$ cat src/hw/rtl/frt_pkg.sv
`default_nettype none

package frt_pkg;

	localparam int SAMPLE_W      = 32;
	localparam int RANK_W        = 8;
	localparam int POS_W         = 6;
	localparam int TALLY_W       = 7;
	localparam int MAX_ITEMS_DEF = 64;

	typedef logic signed [SAMPLE_W-1:0] sample_t;
	typedef logic [RANK_W-1:0]          rank_t;
	typedef logic [POS_W-1:0]           pos_t;

endpackage

`default_nettype wire

$ cat src/hw/rtl/frt_tally.sv
`default_nettype none

module frt_tally (
	input  wire                   clk,
	input  wire                   arst_n,
	input  wire                   clr,
	input  wire                   vld,
	input  wire frt_pkg::sample_t pivot,
	input  wire frt_pkg::sample_t value,
	output frt_pkg::rank_t        rank_doubled
);
	import frt_pkg::*;

	logic [TALLY_W-1:0] smaller_q;
	logic [TALLY_W-1:0] equal_q;

	always_ff @(posedge clk or negedge arst_n) begin
		if (!arst_n) begin
			smaller_q <= '0;
			equal_q   <= '0;
		end else if (clr) begin
			smaller_q <= '0;
			equal_q   <= '0;
		end else if (vld) begin
			if (value < pivot) begin
				smaller_q <= smaller_q + TALLY_W'(1);
			end else if (value == pivot) begin
				equal_q <= equal_q + TALLY_W'(1);
			end
		end
	end

	assign rank_doubled = RANK_W'({smaller_q, 1'b0}) + RANK_W'(equal_q) + RANK_W'(1);

endmodule

`default_nettype wire

$ cat src/hw/rtl/fractional_rank_transform.sv
`default_nettype none

// Fractional ranking with averaged ties. Samples are collected one per cycle
// while in_stall is low, into a single-port-write, registered-read value
// memory of MAX_ITEMS entries; the sample flagged final_sample closes the set.
// The block then emits one rank per stored sample in arrival order,
// rank_doubled being twice the averaged one-based rank. Samples arriving while
// the memory is full are dropped and every rank of that set carries
// overflowed. Each rank takes one pivot read, N memory reads (for a set of N
// stored samples) streamed through the compare-and-count unit, a pipeline
// drain and the output load. in_stall stays high from the final sample until
// the last rank has been loaded into the output register.

module fractional_rank_transform #(
	parameter int MAX_ITEMS = frt_pkg::MAX_ITEMS_DEF
) (
	input  wire                   clk,
	input  wire                   arst_n,
	input  wire                   in_valid,
	output logic                  in_stall,
	input  wire frt_pkg::sample_t sample,
	input  wire                   final_sample,
	output logic                  out_valid,
	input  wire                   out_stall,
	output frt_pkg::rank_t        rank_doubled,
	output frt_pkg::pos_t         position,
	output logic                  final_rank,
	output logic                  overflowed
);
	import frt_pkg::*;

	localparam int IDX_W = $clog2(MAX_ITEMS);
	localparam int CNT_W = $clog2(MAX_ITEMS + 1);

	typedef enum logic [2:0] {
		ST_COLLECT,
		ST_PIVOT,
		ST_SCAN,
		ST_WAIT,
		ST_RESULT
	} state_t;

	state_t             state_q;
	logic [CNT_W-1:0]   fill_q;
	logic               drop_q;
	logic [IDX_W-1:0]   k_q;
	logic [IDX_W-1:0]   j_q;
	logic               load_pivot_s1;
	logic               cmp_vld_s1;
	logic               cmp_last_s1;
	logic               done_s2;
	sample_t            pivot_q;
	sample_t            rd_data_q;
	sample_t            mem [MAX_ITEMS];

	logic               accept;
	logic               full;
	logic               out_free;
	logic               tally_clr;
	logic               j_last;
	logic               k_last;
	logic [IDX_W-1:0]   rd_addr;
	rank_t              tally_rank;

	assign in_stall = (state_q != ST_COLLECT);
	assign accept   = in_valid && !in_stall;
	assign full     = (fill_q == CNT_W'(MAX_ITEMS));
	assign out_free = !out_valid || !out_stall;
	assign j_last   = (CNT_W'(j_q) + CNT_W'(1) == fill_q);
	assign k_last   = (CNT_W'(k_q) + CNT_W'(1) == fill_q);
	assign rd_addr  = (state_q == ST_PIVOT) ? k_q : j_q;
	assign tally_clr = (state_q == ST_PIVOT);

	always_ff @(posedge clk) begin
		if (accept && !full) begin
			mem[fill_q[IDX_W-1:0]] <= sample;
		end
		rd_data_q <= mem[rd_addr];
		if (load_pivot_s1) begin
			pivot_q <= rd_data_q;
		end
	end

	frt_tally u_tally (
		.clk          (clk),
		.arst_n       (arst_n),
		.clr          (tally_clr),
		.vld          (cmp_vld_s1),
		.pivot        (pivot_q),
		.value        (rd_data_q),
		.rank_doubled (tally_rank)
	);

	always_ff @(posedge clk or negedge arst_n) begin
		if (!arst_n) begin
			state_q       <= ST_COLLECT;
			fill_q        <= '0;
			drop_q        <= 1'b0;
			k_q           <= '0;
			j_q           <= '0;
			load_pivot_s1 <= 1'b0;
			cmp_vld_s1    <= 1'b0;
			cmp_last_s1   <= 1'b0;
			done_s2       <= 1'b0;
			out_valid     <= 1'b0;
			rank_doubled  <= '0;
			position      <= '0;
			final_rank    <= 1'b0;
			overflowed    <= 1'b0;
		end else begin
			load_pivot_s1 <= 1'b0;
			cmp_vld_s1    <= 1'b0;
			cmp_last_s1   <= 1'b0;
			done_s2       <= cmp_vld_s1 && cmp_last_s1;
			if (out_valid && !out_stall && (state_q != ST_RESULT)) begin
				out_valid <= 1'b0;
			end
			unique case (state_q)
				ST_COLLECT: begin
					if (accept) begin
						if (full) begin
							drop_q <= 1'b1;
						end else begin
							fill_q <= fill_q + CNT_W'(1);
						end
						if (final_sample) begin
							k_q     <= '0;
							state_q <= ST_PIVOT;
						end
					end
				end
				ST_PIVOT: begin
					j_q           <= '0;
					load_pivot_s1 <= 1'b1;
					state_q       <= ST_SCAN;
				end
				ST_SCAN: begin
					cmp_vld_s1  <= 1'b1;
					cmp_last_s1 <= j_last;
					if (j_last) begin
						state_q <= ST_WAIT;
					end else begin
						j_q <= j_q + IDX_W'(1);
					end
				end
				ST_WAIT: begin
					if (done_s2) begin
						state_q <= ST_RESULT;
					end
				end
				ST_RESULT: begin
					if (out_free) begin
						out_valid    <= 1'b1;
						rank_doubled <= tally_rank;
						position     <= POS_W'(k_q);
						final_rank   <= k_last;
						overflowed   <= drop_q;
						if (k_last) begin
							fill_q  <= '0;
							drop_q  <= 1'b0;
							state_q <= ST_COLLECT;
						end else begin
							k_q     <= k_q + IDX_W'(1);
							state_q <= ST_PIVOT;
						end
					end else begin
						out_valid <= 1'b1;
					end
				end
				default: begin
					state_q <= ST_COLLECT;
				end
			endcase
		end
	end

endmodule

`default_nettype wire
$ cat config.mk
export PLATFORM = sky130hd
export DESIGN_NAME = fractional_rank_transform
export DESIGN_NICKNAME = d
export VERILOG_FILES = /design/src/hw/rtl/frt_pkg.sv /design/src/hw/rtl/frt_tally.sv /design/src/hw/rtl/fractional_rank_transform.sv
export SDC_FILE = /design/constraint.sdc
export NUM_CORES = 2
export LEC_CHECK = 0
export ABC_AREA = 0
export BUFFER_PORTS_ARGS = -buffer_cell sky130_fd_sc_hd__clkbuf_2
export CORE_MARGIN = 2
export CORE_UTILIZATION = 45
export DETAILED_ROUTE_END_ITERATION = 16
export SYNTH_ARGS = -nofsm -noshare
export SYNTH_HDL_FRONTEND = slang
export SYNTH_SLANG_ARGS = --single-unit
$ cat constraint.sdc
create_clock -name clk -period 3.8 [get_ports clk]
set_clock_uncertainty 0.1 [all_clocks]
set_input_delay 0.76 -clock clk [delete_from_list [all_inputs] [get_ports clk]]
set_output_delay 0.76 -clock clk [all_outputs]
set_load 0.005 [all_outputs]
==> summary.md <==
| Metric | Value |
|---|---|
| EDFF count, synth | `~2.1k` |
| Tightest Hold Check Type | `input pin to register` |
| Arrival time at the worst endpoint | `around 4.3 ns` |
| CTS Buf Count | `~210` |
| DR pass1 iterations | `6` |
| FF-to-FF Start | `state_q[1]` |
| Multi-input gate area | `between 0.015 and 0.02 mm^2` |
| F_max | `270 MHz` |
| Vias per Instance | `around 6.2` |
| Final Cycle Share | `between 90% and 100%` |
| Asr flop ratio synth | `between 2 and 3%` |
| DR WL/cell | `approximately 33 um` |
| Endpoints failing setup | `0` |
| GR Util All Layers | `27.4%` |
| Vias in the first global route | `around 48k` |
| Tmin final | `~3.7 ns` |
| Placed instance area | `slightly above 0.09 mm^2` |
| TritonCTS clock tree | `done` |
| Mean post-synth cell area | `16.7 um^2` |
| Core Region | `between 0.15 and 0.2 mm^2` |
| Die Y | `439 um` |
| Rel. slew slack | `13.8%` |
| Worst R2R Path Depth | `12` |
| Hold Path End | `out_valid` |
| Setup TNS | `0 ns` |
| Share of cells above drive strength 1 | `about a fifth` |
| I/O Buffers | `54` |
| CP Capture Type | `register` |
| Clock root buffer | `clkbuf_16` |
| Global-route wire length before repair | `371,000 um` |
| P per Cell Area | `around 650 mW/mm^2` |
| H-tree levels | `4` |
| Worst hold start | `out_stall` |
| Post-layout util | `between 50% and 60%` |
| Fillcell total | `about 15k` |
| Post-Syn Nets | `approximately 5.2k` |
| CTS Sinks | `2,170` |
| Status | `finished clean` |
| Synth warnings | `0` |
| Largest net degree at the start of global routing | `between 90 and 100` |
| Sequential cell area | `approximately 0.065 mm^2` |
| CP Data Required Time | `approximately 4.4 ns` |
| Most frequent cells in the layout | `edfxtp_1, nand2_1, nand3_1` |
| Max-cap violations | `0` |
| Mapped cell area | `between 0.08 and 0.09 mm^2` |
| Grt total ovfl | `0` |
| Post-Syn Instances | `5,089` |
| Final hold violations | `0` |
| Pin slew with the least headroom to its limit | `around 1.3 ns` |
| Pleak | `around 0.033 uW` |
| Crit Path Class | `register to register` |
| Final Instance Area | `approximately 0.1 mm^2` |
| DRT iter0 DRCs | `7,012` |
| Pre-CTS setup slack | `about 0.077 ns` |
| Io pins | `55` |
| Die width | `around 440 um` |
| Initial antenna violation count | `4` |
| NumNets Final | `5,520` |
| RR Endpoint | `rd_data_q[0]` |
| Max rail drop VDD | `around 0.45 mV` |
| Hold Crit Depth | `3` |
| Rows | `~160` |
| Post-synthesis cell type count | `70` |
| DR DRC count | `0` |
| Clk slew on worst S/H paths | `around 0.060 ns` |
| Postcts setup bufs | `0` |
| Worst skew pair latency | `approximately 0.86 ns` |
| RSZ-0062 raised after global routing | `no` |
| Post-synthesis sequential area ratio | `about 76%` |
| Final setup margin | `0.0926 ns` |
| Starting density of the core | `between 40 and 50%` |
| Worst-path fanout max | `38` |
| Worst R2R Setup Slack | `a little over 0.09 ns` |
| Final slew viol count | `0` |
| Synth Flop Type | `edfxtp_1` |
| Synthesis-to-finish area growth | `15.8%` |
| Routed Antenna Nets | `0` |
| GPL Wtd Cong | `approximately 0.86` |
| CP startpoint kind | `register` |
| CTS max path bufs | `3` |
| Flops & latches, synth | `around 2.2k` |
| Most common cell after layout, fill and taps aside | `edfxtp_1` |
| Final wirelength | `between 200,000 and 300,000 um` |
| Die ar. | `approximately 0.19 mm^2` |
| Routed vias | `around 50k` |
| Final HPWL DP | `between 150,000 and 200,000 um` |
[critical path, stage by stage (launching register included)]
cell      delay [ns]
dfrtp_1         0.37
or3b_1          0.42
buf_12          0.20
a21oi_4         0.23
buf_12          0.20
buf_12          0.24
buf_12          0.31
mux4_2          0.55
nand2_1         0.08
a221oi_1        0.06
a31oi_1         0.28
nand4_1         0.21
nand4b_1        0.24
[registers in the layout (all words and copies together) (netlist names), 3 cells and up]
name and count:
fill_q 7, j_q 6, k_q 6, mem 2048, pivot_q 32, position 6, rank_doubled 8, rd_data_q 32
state_q 3, u_tally.equal_q 7, u_tally.smaller_q 7
[how the worst max path moves through the flow]
stage / startpoint / end / slack, ns / cells past startpoint
6_report: state_q[1] / rd_data_q[0] / 0.09 / 12
5_1_grt: state_q[1] / rd_data_q[23] / 0.006 / 12
4_1_cts: state_q[1] / rd_data_q[4] / 0.05 / 10
3_5_place_dp: state_q[1] / rd_data_q[4] / 0.08 / 10
3_3_place_gp: state_q[1] / rd_data_q[4] / 0.07 / 11
2_1_floorplan: fill_q[0] / mem[59][0] / 0.17 / 9
[power breakdown]
group          internal, uW  leakage [uW]  total (uW)  switching (uW)
Combinational          6170       0.00970       15900            9710
Sequential            26600        0.0197       27300             631
Clock                 12100       0.00351       21300            9280
[synth_stat cells, types with 39 or more instances]
cell      number  area, um^2
mux2i_1      196        1960
inv_1         47         176
ha_1          44         551
and3_1        78         488
buf_6         39         439
buf_2         99         495
a221oi_1      84         736
a21oi_1      115         576
a31oi_1       61         382
o21ai_0       61         305
nor2_1       137         514
dfrtp_1       58        1450
nand3_1      308        1540
nand2_1      870        3270
mux4_2       220        4950
a32oi_1       44         385
clkbuf_1      94         353
edfxtp_1    2080       62500
[through the flow]
step	instances	hold WS, ns	total power (uW)
finish	8127	0.0971	64500
global route	8125	0.0838	66600
floorplan	5089	0.308	37800
CTS	8124	0.0501	64600
detailed placement	7716	0.345	43500
global placement	7716	0.343	43400
[metal layers]
layer | up-vias | track usage [%] | wire length [um]
li1 | 20700 | - | -
met1 | 26300 | 39.4 | 108000
met2 | 2719 | 41.9 | 121000
met3 | 508 | 5.08 | 26300
met4 | 0 | 10.2 | 10700
met5 | - | 0 | 0
[cell type report]
| cell class | instances | area share [%] |
|---|---|---|
| tap | 2495 | 3.17 |
| clock inverter | 125 | 1.27 |
| clock buffer | 282 | 5.94 |
| timing repair buffer | 416 | 4.30 |
| antenna | 3 | 0.00762 |
| inverter | 47 | 0.179 |
| sequential | 2170 | 65.5 |
| multi-input combinational | 2589 | 19.6 |
[cell families (layout without fill, tap and decap cells)]
kind of cell             count (synthesis)  in the layout  share of synthesized area [%]
multiplexers                           448            448                           8.63
adder cells (fa/ha/maj)                 45             45                          0.671
other                                    0              3                              0
AO/OA/AOI/OAI                          559            559                           4.67
AND/OR/NAND/NOR                       1507           1507                           7.73
buffers and inverters                  330            870                           2.13
XOR/XNOR                                30             30                          0.309
flip-flops                            2170           2170                           75.9
[timing repair]
item,4_1_cts,5_1_grt
resized for setup,0,3
hold endpoints to repair,58,0
hold buffers,1,0
endpoints found under the setup margin,0,2
Power figures use the tool's default switching activity.
